### src/design/aeloop_pkg.sv
// Shared types, widths and constants for the auto exposure loop.
package aeloop_pkg;

  localparam int MEAN_W   = 16;
  localparam int ISO_W    = 16;
  localparam int SH_W     = 30;
  localparam int STEP_W   = 4;
  localparam int COMP_W   = 8;
  localparam int SUM_W    = MEAN_W + 2;
  localparam int D_W      = 19;
  localparam int DS_W     = D_W + 1;
  localparam int TRIPLE_W = SH_W + 2;
  localparam int SCALE_SH = 15;
  localparam int NUM_W    = TRIPLE_W + SCALE_SH;
  localparam int REM_W    = D_W + 1;
  localparam int CNT_W    = 6;
  localparam int ADDR_W   = 5;
  localparam int DATA_W   = 32;

  localparam logic [D_W-1:0]  D_FLOOR   = D_W'(12288);
  localparam logic [D_W-1:0]  SCALE_NUM = D_W'(98304);

  localparam logic [ISO_W-1:0]  ISO_FLOOR_RST  = ISO_W'(100);
  localparam logic [ISO_W-1:0]  ISO_CEIL_RST   = ISO_W'(1000);
  localparam logic [SH_W-1:0]   SH_FLOOR_RST   = SH_W'(16000000);
  localparam logic [SH_W-1:0]   SH_CEIL_RST    = SH_W'(80000000);
  localparam logic [STEP_W-1:0] STEP_RST       = STEP_W'(2);
  localparam logic [COMP_W-1:0] COMP_RST       = 8'hC0;

  typedef enum logic [2:0] {
    REG_ISO_FLOOR = 3'd0,
    REG_ISO_CEIL  = 3'd1,
    REG_SH_FLOOR  = 3'd2,
    REG_SH_CEIL   = 3'd3,
    REG_STEP      = 3'd4,
    REG_COMP      = 3'd5
  } reg_idx_t;

  typedef enum logic [1:0] {
    S_IDLE,
    S_CALC,
    S_DIV,
    S_DONE
  } state_t;

endpackage

### src/design/aeloop_in_if.sv
// Input channel: three channel means of one frame per beat.
interface aeloop_in_if import aeloop_pkg::*; ();
  logic              valid;
  logic              ready;
  logic [MEAN_W-1:0] mean_red;
  logic [MEAN_W-1:0] mean_green;
  logic [MEAN_W-1:0] mean_blue;

  modport source(output valid, mean_red, mean_green, mean_blue, input ready);
  modport sink(input valid, mean_red, mean_green, mean_blue, output ready);
endinterface

### src/design/aeloop_out_if.sv
// Result channel: exposure settings in force after each frame.
interface aeloop_out_if import aeloop_pkg::*; ();
  logic             valid;
  logic             ready;
  logic [ISO_W-1:0] iso_now;
  logic [SH_W-1:0]  shutter_now_ns;
  logic             night_mode;
  logic             adjusted;

  modport source(output valid, iso_now, shutter_now_ns, night_mode, adjusted, input ready);
  modport sink(input valid, iso_now, shutter_now_ns, night_mode, adjusted, output ready);
endinterface

### src/design/auto_exposure_shutter_iso_loop.sv
// Auto exposure loop: shutter then ISO update per frame, bit-serial divide.
// A frame that divides goes through a setup state, 47 restoring-divide steps and
// a clamp state before its result is loaded; skipped, black and shutter-off-ceiling
// frames go from the setup state straight to the clamp state.
// Throughput: one frame at a time, a beat being accepted only when idle; the divider
// yields one quotient bit per cycle. Synchronous active-low reset restores the
// register defaults, ISO 100, shutter 16000000 ns and a zero skip count.
module auto_exposure_shutter_iso_loop import aeloop_pkg::*; (
  input  logic              clk,
  input  logic              rst_n,
  aeloop_in_if.sink         in_ch,
  aeloop_out_if.source      out_ch,
  input  logic              psel,
  input  logic              penable,
  input  logic              pwrite,
  input  logic [ADDR_W-1:0] paddr,
  input  logic [DATA_W-1:0] pwdata,
  output logic [DATA_W-1:0] prdata,
  output logic              pready
);

  logic [ISO_W-1:0]  iso_floor_r, iso_ceil_r;
  logic [SH_W-1:0]   sh_floor_r, sh_ceil_r;
  logic [STEP_W-1:0] step_r;
  logic [COMP_W-1:0] comp_r;

  state_t state_r, state_nxt;

  logic [MEAN_W-1:0] red_r, green_r, blue_r;
  logic [STEP_W-1:0] skip_r;
  logic [ISO_W-1:0]  iso_r, cand_iso_r;
  logic [SH_W-1:0]   sh_r, cand_sh_r;
  logic [D_W-1:0]    d_r;
  logic              adj_r, use_div_r, div_sh_r;
  logic [NUM_W-1:0]  num_r;
  logic [REM_W-1:0]  rem_r;
  logic [CNT_W-1:0]  cnt_r;

  logic              out_valid_r;
  logic [ISO_W-1:0]  out_iso_r;
  logic [SH_W-1:0]   out_sh_r;
  logic              out_night_r, out_adj_r;

  logic                     cfg_wr;
  logic [2:0]               cfg_idx;
  logic                     in_fire, out_free, out_load;
  logic [SUM_W-1:0]         sum;
  logic signed [DS_W-1:0]   comp_ext, comp_x768, d_raw;
  logic [D_W-1:0]           d_fl;
  logic                     black;
  logic                     div_sh_pick;
  logic [TRIPLE_W-1:0]      tri_src, triple;
  logic [REM_W-1:0]         rem_sh;
  logic                     ge;
  logic [NUM_W-1:0]         iso_pre, iso_lo, iso_hi, sh_pre, sh_lo, sh_hi;
  logic [ISO_W-1:0]         iso_new;
  logic [SH_W-1:0]          sh_new;

  // Config port
  assign pready  = 1'b1;
  assign cfg_wr  = psel && penable && pwrite;
  assign cfg_idx = paddr[ADDR_W-1:2];

  always_ff @(posedge clk) begin
    if (!rst_n) begin
      iso_floor_r <= ISO_FLOOR_RST;
      iso_ceil_r  <= ISO_CEIL_RST;
      sh_floor_r  <= SH_FLOOR_RST;
      sh_ceil_r   <= SH_CEIL_RST;
      step_r      <= STEP_RST;
      comp_r      <= COMP_RST;
    end else if (cfg_wr) begin
      unique case (cfg_idx)
        REG_ISO_FLOOR: iso_floor_r <= pwdata[ISO_W-1:0];
        REG_ISO_CEIL:  iso_ceil_r  <= pwdata[ISO_W-1:0];
        REG_SH_FLOOR:  sh_floor_r  <= pwdata[SH_W-1:0];
        REG_SH_CEIL:   sh_ceil_r   <= pwdata[SH_W-1:0];
        REG_STEP:      step_r      <= pwdata[STEP_W-1:0];
        REG_COMP:      comp_r      <= pwdata[COMP_W-1:0];
        default: ;
      endcase
    end
  end

  always_comb begin
    unique case (cfg_idx)
      REG_ISO_FLOOR: prdata = DATA_W'(iso_floor_r);
      REG_ISO_CEIL:  prdata = DATA_W'(iso_ceil_r);
      REG_SH_FLOOR:  prdata = DATA_W'(sh_floor_r);
      REG_SH_CEIL:   prdata = DATA_W'(sh_ceil_r);
      REG_STEP:      prdata = DATA_W'(step_r);
      REG_COMP:      prdata = DATA_W'(comp_r);
      default:       prdata = '0;
    endcase
  end

  // Handshakes
  assign in_ch.ready = (state_r == S_IDLE);
  assign in_fire     = in_ch.valid && in_ch.ready;
  assign out_free    = !out_valid_r || out_ch.ready;
  assign out_load    = (state_r == S_DONE) && out_free;

  // Setup-cycle arithmetic
  assign sum       = SUM_W'(red_r) + SUM_W'(green_r) + SUM_W'(blue_r);
  assign comp_ext  = DS_W'($signed(comp_r));
  assign comp_x768 = (comp_ext <<< 9) + (comp_ext <<< 8);
  assign d_raw     = $signed({2'b00, sum}) - comp_x768;
  assign d_fl      = (d_raw < $signed({1'b0, D_FLOOR})) ? D_FLOOR : d_raw[D_W-1:0];
  assign black     = (red_r == '0) && (green_r == '0) && (blue_r == '0);
  assign div_sh_pick = (sh_r != sh_ceil_r);
  assign tri_src   = div_sh_pick ? TRIPLE_W'(sh_r) : TRIPLE_W'(iso_r);
  assign triple    = tri_src + {tri_src[TRIPLE_W-2:0], 1'b0};

  // Divider step
  assign rem_sh = {rem_r[REM_W-2:0], num_r[NUM_W-1]};
  assign ge     = (rem_sh >= REM_W'(d_r));

  // Clamp
  assign iso_pre = (use_div_r && !div_sh_r) ? num_r : NUM_W'(cand_iso_r);
  assign iso_lo  = (iso_pre < NUM_W'(iso_floor_r)) ? NUM_W'(iso_floor_r) : iso_pre;
  assign iso_hi  = (iso_lo > NUM_W'(iso_ceil_r)) ? NUM_W'(iso_ceil_r) : iso_lo;
  assign sh_pre  = (use_div_r && div_sh_r) ? num_r : NUM_W'(cand_sh_r);
  assign sh_lo   = (sh_pre < NUM_W'(sh_floor_r)) ? NUM_W'(sh_floor_r) : sh_pre;
  assign sh_hi   = (sh_lo > NUM_W'(sh_ceil_r)) ? NUM_W'(sh_ceil_r) : sh_lo;
  assign iso_new = adj_r ? iso_hi[ISO_W-1:0] : iso_r;
  assign sh_new  = adj_r ? sh_hi[SH_W-1:0] : sh_r;

  // FSM
  always_ff @(posedge clk) begin
    if (!rst_n) begin
      state_r <= S_IDLE;
    end else begin
      state_r <= state_nxt;
    end
  end

  always_comb begin
    state_nxt = state_r;
    unique case (state_r)
      S_IDLE: begin
        if (in_fire) state_nxt = S_CALC;
      end
      S_CALC: begin
        if (skip_r != '0 || black) begin
          state_nxt = S_DONE;
        end else if (!div_sh_pick && iso_r == iso_floor_r && d_fl > SCALE_NUM) begin
          state_nxt = S_DONE;
        end else begin
          state_nxt = S_DIV;
        end
      end
      S_DIV: begin
        if (cnt_r == CNT_W'(NUM_W - 1)) state_nxt = S_DONE;
      end
      S_DONE: begin
        if (out_free) state_nxt = S_IDLE;
      end
      default: state_nxt = S_IDLE;
    endcase
  end

  // Loop state
  always_ff @(posedge clk) begin
    if (!rst_n) begin
      skip_r <= '0;
      iso_r  <= ISO_FLOOR_RST;
      sh_r   <= SH_FLOOR_RST;
      adj_r  <= 1'b0;
    end else begin
      if (state_r == S_CALC) begin
        if (skip_r != '0) begin
          skip_r <= skip_r - STEP_W'(1);
          adj_r  <= 1'b0;
        end else if (black) begin
          adj_r <= 1'b0;
        end else begin
          skip_r <= step_r;
          adj_r  <= 1'b1;
        end
      end
      if (out_load) begin
        iso_r <= iso_new;
        sh_r  <= sh_new;
      end
    end
  end

  // Datapath payload
  always_ff @(posedge clk) begin
    if (in_fire) begin
      red_r   <= in_ch.mean_red;
      green_r <= in_ch.mean_green;
      blue_r  <= in_ch.mean_blue;
    end
    if (state_r == S_CALC) begin
      d_r        <= d_fl;
      div_sh_r   <= div_sh_pick;
      num_r      <= {triple, SCALE_SH'(0)};
      rem_r      <= '0;
      cnt_r      <= '0;
      cand_iso_r <= div_sh_pick ? iso_floor_r : iso_r;
      if (!div_sh_pick && iso_r == iso_floor_r && d_fl > SCALE_NUM) begin
        use_div_r <= 1'b0;
        cand_sh_r <= (sh_ceil_r == '0) ? '0 : sh_ceil_r - SH_W'(1);
      end else begin
        use_div_r <= 1'b1;
        cand_sh_r <= sh_r;
      end
    end
    if (state_r == S_DIV) begin
      rem_r <= ge ? (rem_sh - REM_W'(d_r)) : rem_sh;
      num_r <= {num_r[NUM_W-2:0], ge};
      cnt_r <= cnt_r + CNT_W'(1);
    end
  end

  // Output register
  always_ff @(posedge clk) begin
    if (!rst_n) begin
      out_valid_r <= 1'b0;
    end else if (out_load) begin
      out_valid_r <= 1'b1;
    end else if (out_ch.ready) begin
      out_valid_r <= 1'b0;
    end
  end

  always_ff @(posedge clk) begin
    if (out_load) begin
      out_iso_r   <= iso_new;
      out_sh_r    <= sh_new;
      out_night_r <= (sh_new == sh_ceil_r);
      out_adj_r   <= adj_r;
    end
  end

  assign out_ch.valid          = out_valid_r;
  assign out_ch.iso_now        = out_iso_r;
  assign out_ch.shutter_now_ns = out_sh_r;
  assign out_ch.night_mode     = out_night_r;
  assign out_ch.adjusted       = out_adj_r;

  // Assertions
  a_accept_to_calc: assert property (@(posedge clk) disable iff (!rst_n)
    in_fire |=> state_r == S_CALC)
    else $error("accepted beat did not start setup");

  a_done_loads_out: assert property (@(posedge clk) disable iff (!rst_n)
    out_load |=> out_valid_r && state_r == S_IDLE)
    else $error("result not loaded on completion");

  a_step_reload: assert property (@(posedge clk) disable iff (!rst_n)
    (state_r == S_CALC && skip_r == '0 && !black) |=> skip_r == step_r && adj_r)
    else $error("skip count not reloaded on adjusting frame");

  a_shutter_window: assert property (@(posedge clk) disable iff (!rst_n)
    (out_load && adj_r && sh_floor_r <= sh_ceil_r) |=>
      (sh_r >= sh_floor_r) && (sh_r <= sh_ceil_r))
    else $error("shutter left its window");

endmodule
### src/flat_wrapper.sv
// flat-port wrapper written by rule: the top's interface ports become plain ports
module auto_exposure_shutter_iso_loop_flat import aeloop_pkg::*;
  (clk, rst_n, psel, penable, pwrite, paddr, pwdata, prdata, pready, in_ch_valid, in_ch_mean_red, in_ch_mean_green, in_ch_mean_blue, in_ch_ready, out_ch_valid, out_ch_iso_now, out_ch_shutter_now_ns, out_ch_night_mode, out_ch_adjusted, out_ch_ready);
  aeloop_in_if in_ch_i ();
  aeloop_out_if out_ch_i ();
  input  logic clk;
  input  logic rst_n;
  input  logic psel;
  input  logic penable;
  input  logic pwrite;
  input  logic [ADDR_W-1:0] paddr;
  input  logic [DATA_W-1:0] pwdata;
  output logic [DATA_W-1:0] prdata;
  output logic pready;
  input wire logic [$bits(in_ch_i.valid)-1:0] in_ch_valid;
  input wire logic [$bits(in_ch_i.mean_red)-1:0] in_ch_mean_red;
  input wire logic [$bits(in_ch_i.mean_green)-1:0] in_ch_mean_green;
  input wire logic [$bits(in_ch_i.mean_blue)-1:0] in_ch_mean_blue;
  output wire logic [$bits(in_ch_i.ready)-1:0] in_ch_ready;
  output wire logic [$bits(out_ch_i.valid)-1:0] out_ch_valid;
  output wire logic [$bits(out_ch_i.iso_now)-1:0] out_ch_iso_now;
  output wire logic [$bits(out_ch_i.shutter_now_ns)-1:0] out_ch_shutter_now_ns;
  output wire logic [$bits(out_ch_i.night_mode)-1:0] out_ch_night_mode;
  output wire logic [$bits(out_ch_i.adjusted)-1:0] out_ch_adjusted;
  input wire logic [$bits(out_ch_i.ready)-1:0] out_ch_ready;
  assign in_ch_i.valid = in_ch_valid;
  assign in_ch_i.mean_red = in_ch_mean_red;
  assign in_ch_i.mean_green = in_ch_mean_green;
  assign in_ch_i.mean_blue = in_ch_mean_blue;
  assign in_ch_ready = in_ch_i.ready;
  assign out_ch_valid = out_ch_i.valid;
  assign out_ch_iso_now = out_ch_i.iso_now;
  assign out_ch_shutter_now_ns = out_ch_i.shutter_now_ns;
  assign out_ch_night_mode = out_ch_i.night_mode;
  assign out_ch_adjusted = out_ch_i.adjusted;
  assign out_ch_i.ready = out_ch_ready;
  auto_exposure_shutter_iso_loop u_core (.clk(clk), .rst_n(rst_n), .in_ch(in_ch_i), .out_ch(out_ch_i), .psel(psel), .penable(penable), .pwrite(pwrite), .paddr(paddr), .pwdata(pwdata), .prdata(prdata), .pready(pready));
endmodule
### config.mk
export PLATFORM = sky130hd
export DESIGN_NAME = auto_exposure_shutter_iso_loop_flat
export DESIGN_NICKNAME = d
export VERILOG_FILES = /design/src/design/aeloop_pkg.sv /design/src/design/aeloop_in_if.sv /design/src/design/aeloop_out_if.sv /design/src/design/auto_exposure_shutter_iso_loop.sv /design/src/flat_wrapper.sv
export SDC_FILE = /design/constraint.sdc
export NUM_CORES = 1
export LEC_CHECK = 0
export BUFFER_PORTS_ARGS = -buffer_cell sky130_fd_sc_hd__buf_2
export CORE_AREA = 10 10 292 182
export DETAILED_ROUTE_END_ITERATION = 7
export DIE_AREA = 0 0 302 192
export HOLD_SLACK_MARGIN = 0.02
export MAX_ROUTING_LAYER = met4
export PLACE_DENSITY = 0.73
export SLEW_MARGIN = 20
export SYNTH_ARGS = -nofsm -noshare
export SYNTH_HDL_FRONTEND = slang
export SYNTH_SLANG_ARGS = --single-unit
### constraint.sdc
create_clock -name clk -period 20.2 [get_ports clk]
set_input_delay 0 -clock clk [delete_from_list [all_inputs] [get_ports clk]]
set_output_delay 0 -clock clk [all_outputs]
set_load 0.01 [all_outputs]
Word level (Yosys, flattened, before mapping)
Cells that the tools add are included.
{"block": "word_totals", "register_bits": 393, "in_bits": 92, "out_inout_bits": 83}
{"block": "classes", "addsub": 9, "order_cmp": 7, "n_eq_ne": 16, "n_mux": 34, "n_reduce_logical": 32}
{"op": "2-to-1 mux 47 bit", "n": 6}
{"op": "one-hot mux 30 bit (6 select lines)", "n": 1}
{"op": "2-to-1 mux 30 bit", "n": 5}
{"op": "2-to-1 mux 19 bit", "n": 4}
{"op": "zero test 16 bit", "n": 3}
{"op": "2-to-1 mux 16 bit", "n": 3}
{"op": "greater-than comparator 47 x 16 -> 1 bit", "n": 1}
{"op": "greater-than comparator 47 x 30 -> 1 bit", "n": 1}
{"op": "< comparator 47 x 16 -> 1 bit", "n": 1}
{"op": "< comparator 47 x 30 -> 1 bit", "n": 1}
{"op": "adder 32 bit", "n": 1}
{"op": "== test 30 bit", "n": 1}
{"op": "zero test 30 bit", "n": 1}
{"op": "inequality test 30 bit", "n": 1}
{"op": "subtractor 30 x 1 -> 30 bit, second input constant", "n": 1}
{"op": "greater-or-equal comparator 20 x 19 -> 1 bit", "n": 1}
{"op": "< comparator 20 x 15 -> 1 bit, second input constant", "n": 1}
{"op": "subtractor 19 x 20 -> 20 bit", "n": 1}
{"op": "greater-than comparator 19 x 17 -> 1 bit, second input constant", "n": 1}
{"op": "subtractor 19 bit", "n": 1}
{"op": "adder 17 x 16 -> 18 bit", "n": 1}
{"op": "adder 18 x 16 -> 18 bit", "n": 1}
{"op": "adder 16 x 16 -> 17 bit", "n": 1}
{"op": "== test 16 bit", "n": 1}
{"op": "24 further kinds", "n": 58}

Depth between registers and ports, before layout
{"block": "depth", "ltp_word": 10, "mapped_depth": 30, "depth_no_buf": 29}

Least setup slack after synthesis
No wires, ideal clock.
{"block": "synth_timing", "path_kind": "reg-to-reg", "from": "register u_core.use_div_r", "to": "register u_core.out_iso_r[0], in the netlist u_core.out_ch.iso_now[0] (data pin)", "setup_time_ns": 0.270, "arrival_time_ns": 6.136, "setup_slack_ns": 13.793, "path_stages_with_launch": 30, "path_buffers": 5, "synth_period_minus_slack_ns": 6.407, "cell_sequence": "edfxtp_1 > nand2b_1 > buf_2 > buf_1 > mux2_2 > ha_1 > a21o_1 > a21o_1 > a21o_1 > a21o_1 > a21oi_1 > o21ai_0 > a211o_1 > a311o_1 > clkbuf_1 > buf_1 > mux2_2 > ha_1 > nor2b_1 > o21a_1 > o21a_1 > o21a_1 > o21a_1 > o21a_1 > o21ai_0 > a311oi_1 > nor2_1 > clkbuf_1 > mux2i_1 > a21oi_1"}
{"block": "synth_between", "elab_chain_cells": 7}
{"item": "start, declared", "line": "auto_exposure_shutter_iso_loop.sv:34", "source": "logic adj_r, use_div_r, div_sh_r;"}
{"item": "start signal, assigned", "line": "auto_exposure_shutter_iso_loop.sv:203", "source": "use_div_r <= 1'b0;"}
{"item": "start signal, assigned", "line": "auto_exposure_shutter_iso_loop.sv:206", "source": "use_div_r <= 1'b1;"}
{"item": "logical AND 1 bit *", "line": "auto_exposure_shutter_iso_loop.sv:119", "source": "assign iso_pre = (use_div_r && !div_sh_r) ? num_r : NUM_W'(cand_iso_r);"}
{"item": "2-to-1 mux 47 bit *", "line": "auto_exposure_shutter_iso_loop.sv:119"}
{"item": "< comparator 47 x 16 -> 1 bit", "line": "auto_exposure_shutter_iso_loop.sv:120", "source": "assign iso_lo = (iso_pre < NUM_W'(iso_floor_r)) ? NUM_W'(iso_floor_r) : iso_pre;"}
{"item": "2-to-1 mux 47 bit *", "line": "auto_exposure_shutter_iso_loop.sv:120"}
{"item": "greater-than comparator 47 x 16 -> 1 bit", "line": "auto_exposure_shutter_iso_loop.sv:121", "source": "assign iso_hi = (iso_lo > NUM_W'(iso_ceil_r)) ? NUM_W'(iso_ceil_r) : iso_lo;"}
{"item": "2-to-1 mux 16 bit *", "line": "auto_exposure_shutter_iso_loop.sv:121"}
{"item": "2-to-1 mux 16 bit *", "line": "auto_exposure_shutter_iso_loop.sv:125", "source": "assign iso_new = adj_r ? iso_hi[ISO_W-1:0] : iso_r;"}
{"item": "via u_core.iso_new[0]", "line": "auto_exposure_shutter_iso_loop.sv:56", "source": "logic [ISO_W-1:0] iso_new;"}
{"item": "end signal, assigned", "line": "auto_exposure_shutter_iso_loop.sv:230", "source": "out_iso_r <= iso_new;"}
{"item": "end, declared", "line": "auto_exposure_shutter_iso_loop.sv:40", "source": "logic [ISO_W-1:0] out_iso_r;"}
Mark *: on every way through the listed nets, which the timed path passes. The rest lies on a longest branch.
A chain may end at the register's enable or synchronous reset.

Worst setup path in the final report
{"block": "layout_timing", "from": "register u_core.use_div_r", "to": "register u_core.sh_r[2]"}
{"block": "layout_between", "elab_chain_cells": 7}
{"item": "logical AND 1 bit *", "line": "auto_exposure_shutter_iso_loop.sv:122", "source": "assign sh_pre = (use_div_r && div_sh_r) ? num_r : NUM_W'(cand_sh_r);"}
{"item": "2-to-1 mux 47 bit *", "line": "auto_exposure_shutter_iso_loop.sv:122"}
{"item": "< comparator 47 x 30 -> 1 bit", "line": "auto_exposure_shutter_iso_loop.sv:123", "source": "assign sh_lo = (sh_pre < NUM_W'(sh_floor_r)) ? NUM_W'(sh_floor_r) : sh_pre;"}
{"item": "2-to-1 mux 47 bit *", "line": "auto_exposure_shutter_iso_loop.sv:123"}
{"item": "greater-than comparator 47 x 30 -> 1 bit", "line": "auto_exposure_shutter_iso_loop.sv:124", "source": "assign sh_hi = (sh_lo > NUM_W'(sh_ceil_r)) ? NUM_W'(sh_ceil_r) : sh_lo;"}
{"item": "2-to-1 mux 30 bit *", "line": "auto_exposure_shutter_iso_loop.sv:124"}
{"item": "2-to-1 mux 30 bit *", "line": "auto_exposure_shutter_iso_loop.sv:126", "source": "assign sh_new = adj_r ? sh_hi[SH_W-1:0] : sh_r;"}
{"item": "via u_core.sh_new[2]", "line": "auto_exposure_shutter_iso_loop.sv:57", "source": "logic [SH_W-1:0] sh_new;"}
{"item": "end signal, assigned", "line": "auto_exposure_shutter_iso_loop.sv:183", "source": "sh_r <= sh_new;"}
{"item": "end, declared", "line": "auto_exposure_shutter_iso_loop.sv:32", "source": "logic [SH_W-1:0] sh_r, cand_sh_r;"}
Marks and branches as above.

==> qor.csv <==
metric,value,unit
status,finished clean,
yosysTopAreaCellShare,0.2715,
place.gp.congestion,1.030,
fp.dieW,302,um
post-route-min-period,8.489,ns
cts_buffers,41,
crit_path_start,u_core.use_div_r,
ys_seq_elements,393,
ys_types,76,
core,47480,um^2
regArea,10220,um^2
row_count,62,
maxSlewViolCount,0,
hold_viol,0,
antenna_left,0,
start_kind,flip-flop,
tightest_slew,1.054,ns
cp_common_cell,buf_4,
irDropWorstVdd,120.1,uV
drc,0,
dpl.hpwl,70020,um
vias_per_cell,6.159,
syn_area,25990,um^2
grt_start_max_net_pins,90,
multi_input_area,14640,um^2
cts_tree,built,
setup_viol,0,
syn_inst,2732,
rsz0062_at_grt,no,
clkTransAtPathRegs,0.07,ns
fin_util,0.6230,
fin_crit_sh,0.4203,
seq_area_frac_synth,0.3932,
synthFlopType,edfxtp_1,
antenna_cells,0,
fillers,4004,
top_level_ports,175,
synthArstFlopShare,0,
grt_pass1_wl,134500,um
yosysWarnings,0,
wire_per_inst,25.43,um
r2r-start,u_core.use_div_r,
maxCapViolCount,0,
initial_utilization,0.5475,
dr.pass1.iters,6,
gr-total-overflow,0,
fmax,117.8,MHz
synth_edf_count,235,
drive_gt1_frac,0.1535,
pwr_density_cell,133.1,nW/um^2
critPathRequiredTime,20.67,ns
crit_chain,"nand2_2, buf_4, mux2i_1, inv_1, ha_1, nand3_1, a211o_1, or2_2, a2111oi_0, or3_2, buf_4, mux2_2, ha_1, a21o_1, a21o_1, a21oi_1, o21ai_0, o21ai_0, a41oi_4, buf_4, mux2i_1, a21oi_1, nand2_1, a21boi_0",
cts.sinks,393,
fin_tns_setup,0,ns
track_usage,0.3165,
insertion_delay,0.56,ns
p_leak,11.94,nW
avgSynthCellArea,9.514,um^2
fin_worst_skew,0.02042,ns
slowest_stage,a21oi_1,
min_path_type,input port to flip-flop,
whs,0.04987,ns
min_from,psel,
crit_type,flip-flop to flip-flop,
postCtsSetupRepairBufs,0,
cts_root_buf,clkbuf_16,
grt_pass1_vias,20625,
die_area,57980,um^2
nets,3220,
max_stage_delay,0.73,ns
clk_path_buf_depth,3,
end_kind,flip-flop,
synth_top_area_cell,edfxtp_1,
synth_top_cells_by_area,"edfxtp_1 (27%), dfxtp_1 (12%), ha_1 (9.6%)",
drt_iter0_drc,2963,
crit_fanout,32,
antenna_found_initial,1,
syn2layout_area_growth,13.80,%
die_y,192,um
portBuffers,167,
max_slew_margin,0.2935,
cp.arrival,8.96,ns
htreeDepth,2,
routed_wirelength,91360,um
dr_total_vias,22123,
==> sequential cells by signal, summed over array words and instances (netlist names), 19 cells and up <==
signal and cells:
u_core.num_r 47, u_core.cand_sh_r 30, u_core.out_ch.shutter_now_ns 30, u_core.sh_ceil_r 30
u_core.sh_floor_r 30, u_core.sh_r 30, u_core.d_r 19, u_core.rem_r 19
==> power breakdown <==
group	internal [mW]	switching [mW]
registers	1.09	0.117
clock network	0.435	0.335
logic	0.760	1.20
==> metrics by stage <==
step           cell area [um^2]  cells  total power [mW]  worst slack (ns)
3_5_place_dp              27420   3436             3.090             12.19
4_1_cts                   29580   3592             3.876             12.13
5_1_grt                   29580   3592             4.158             11.35
3_3_place_gp              27410   3436             3.027             12.25
6_report                  29580   3592             3.937             11.71
2_1_floorplan             25990   2733             2.546             13.79
==> synth_stat cells (all sizes together) (5+ instances only) <==
cell and n:
inv 179, a311oi 5, nor2b 41, or4 5
and2 34, dfxtp 158, buf 28, o21bai 7
xnor2 122, a21o 47, o21ai 95, mux4 12
xor2 52, a211oi 12, nor2 211, nor4 40
nand2 323, nor3 42, a31oi 6, clkbuf 108
edfxtp 235, a211o 6, o211ai 31, ha 199
o22ai 5, fa 6, a21oi 134, or3 9
a21boi 98, nand2b 29, o41ai 5, o31ai 9
nand3 29, and3 8, o311ai 12, mux2 146
o21a 30, nand4 45, or2 10, mux2i 99
==> worst paths after layout <==
path / to / slack [ns] / cells past startpoint
setup / recovery: u_core.sh_r[2] / 11.71 / 24
hold / removal: u_core.step_r[1] / 0.05 / 5
setup reg to reg: u_core.sh_r[2] / 11.71 / 24
hold reg to reg: u_core.sh_floor_r[2] / 0.50 / 2
==> timing repair <==
action                                 in CTS  in global routing
resized for setup                           0                  0
hold buffers                               84                  0
endpoints found under the hold margin     171                  0
==> logic make-up (layout without fill, tap and decap cells) <==
family	after synthesis	after routing	synth area share
and+or+nand+nor	840	840	0.1487
AOI/OAI and AO/OA	545	545	0.1398
DFF	393	393	0.3932
buffers and inverters	316	535	0.04713
muxes	257	257	0.1118
adders and majority gates	205	205	0.1004
xor gates and xnor gates	174	174	0.05863
other	2	3	0.0002889
==> cells in the final DEF (no fill, tap or decap), types with 6 or more instances in the layout <==
cell,synthesis,routed
a211oi_1,11,11
a21boi_0,97,97
a21o_1,47,47
a21oi_1,134,134
a31oi_1,6,6
and2_1,34,33
and3_1,8,8
buf_2,4,166
buf_4,3,33
clkbuf_1,108,9
clkbuf_16,0,43
dfxtp_1,158,157
dlygate4sd3_1,0,84
edfxtp_1,235,235
fa_1,6,6
ha_1,199,196
inv_1,179,179
mux2_2,146,146
mux2i_1,99,99
mux4_2,12,12
nand2_1,323,322
nand2b_1,29,29
nand3_1,29,28
nand4_1,45,45
nor2_1,211,210
nor2b_1,41,41
nor3_1,42,41
nor4_1,40,38
o211ai_1,31,31
o21a_1,30,30
o21ai_0,94,94
o21bai_1,7,7
o311ai_0,12,12
o31ai_1,9,9
or2_2,10,10
or3_1,9,8
xnor2_1,122,122
xor2_1,52,52
==> routing by layer <==
layer,GRT usage,up-vias,wire [um]
li1,-,10121,-
met1,0.4995,10640,43790
met5,-,-,0
met4,0.04140,0,1003
met3,0.1077,82,13840
met2,0.3763,1280,32730
==> worst max-delay path, delay by kind of cell (launching register included) <==
family,cells,cell delay (ns)
AO/OA/AOI/OAI,10,3.22
adder cells (fa/ha/maj),2,0.63
buffers and inverters,4,1.22
flip-flops,1,0.52
multiplexers,3,1.29
AND/OR/NAND/NOR,5,1.50
==> area by class of cell <==
class,count,area share
clock buffers,57,0.03985
well taps,640,0.02707
multi-input cells,2024,0.4950
clock inverters,15,0.004738
repair buffers,283,0.06489
inverters,180,0.02284
flip-flops and latches,393,0.3456
Note: power is estimated with default switching activity, not from simulation.
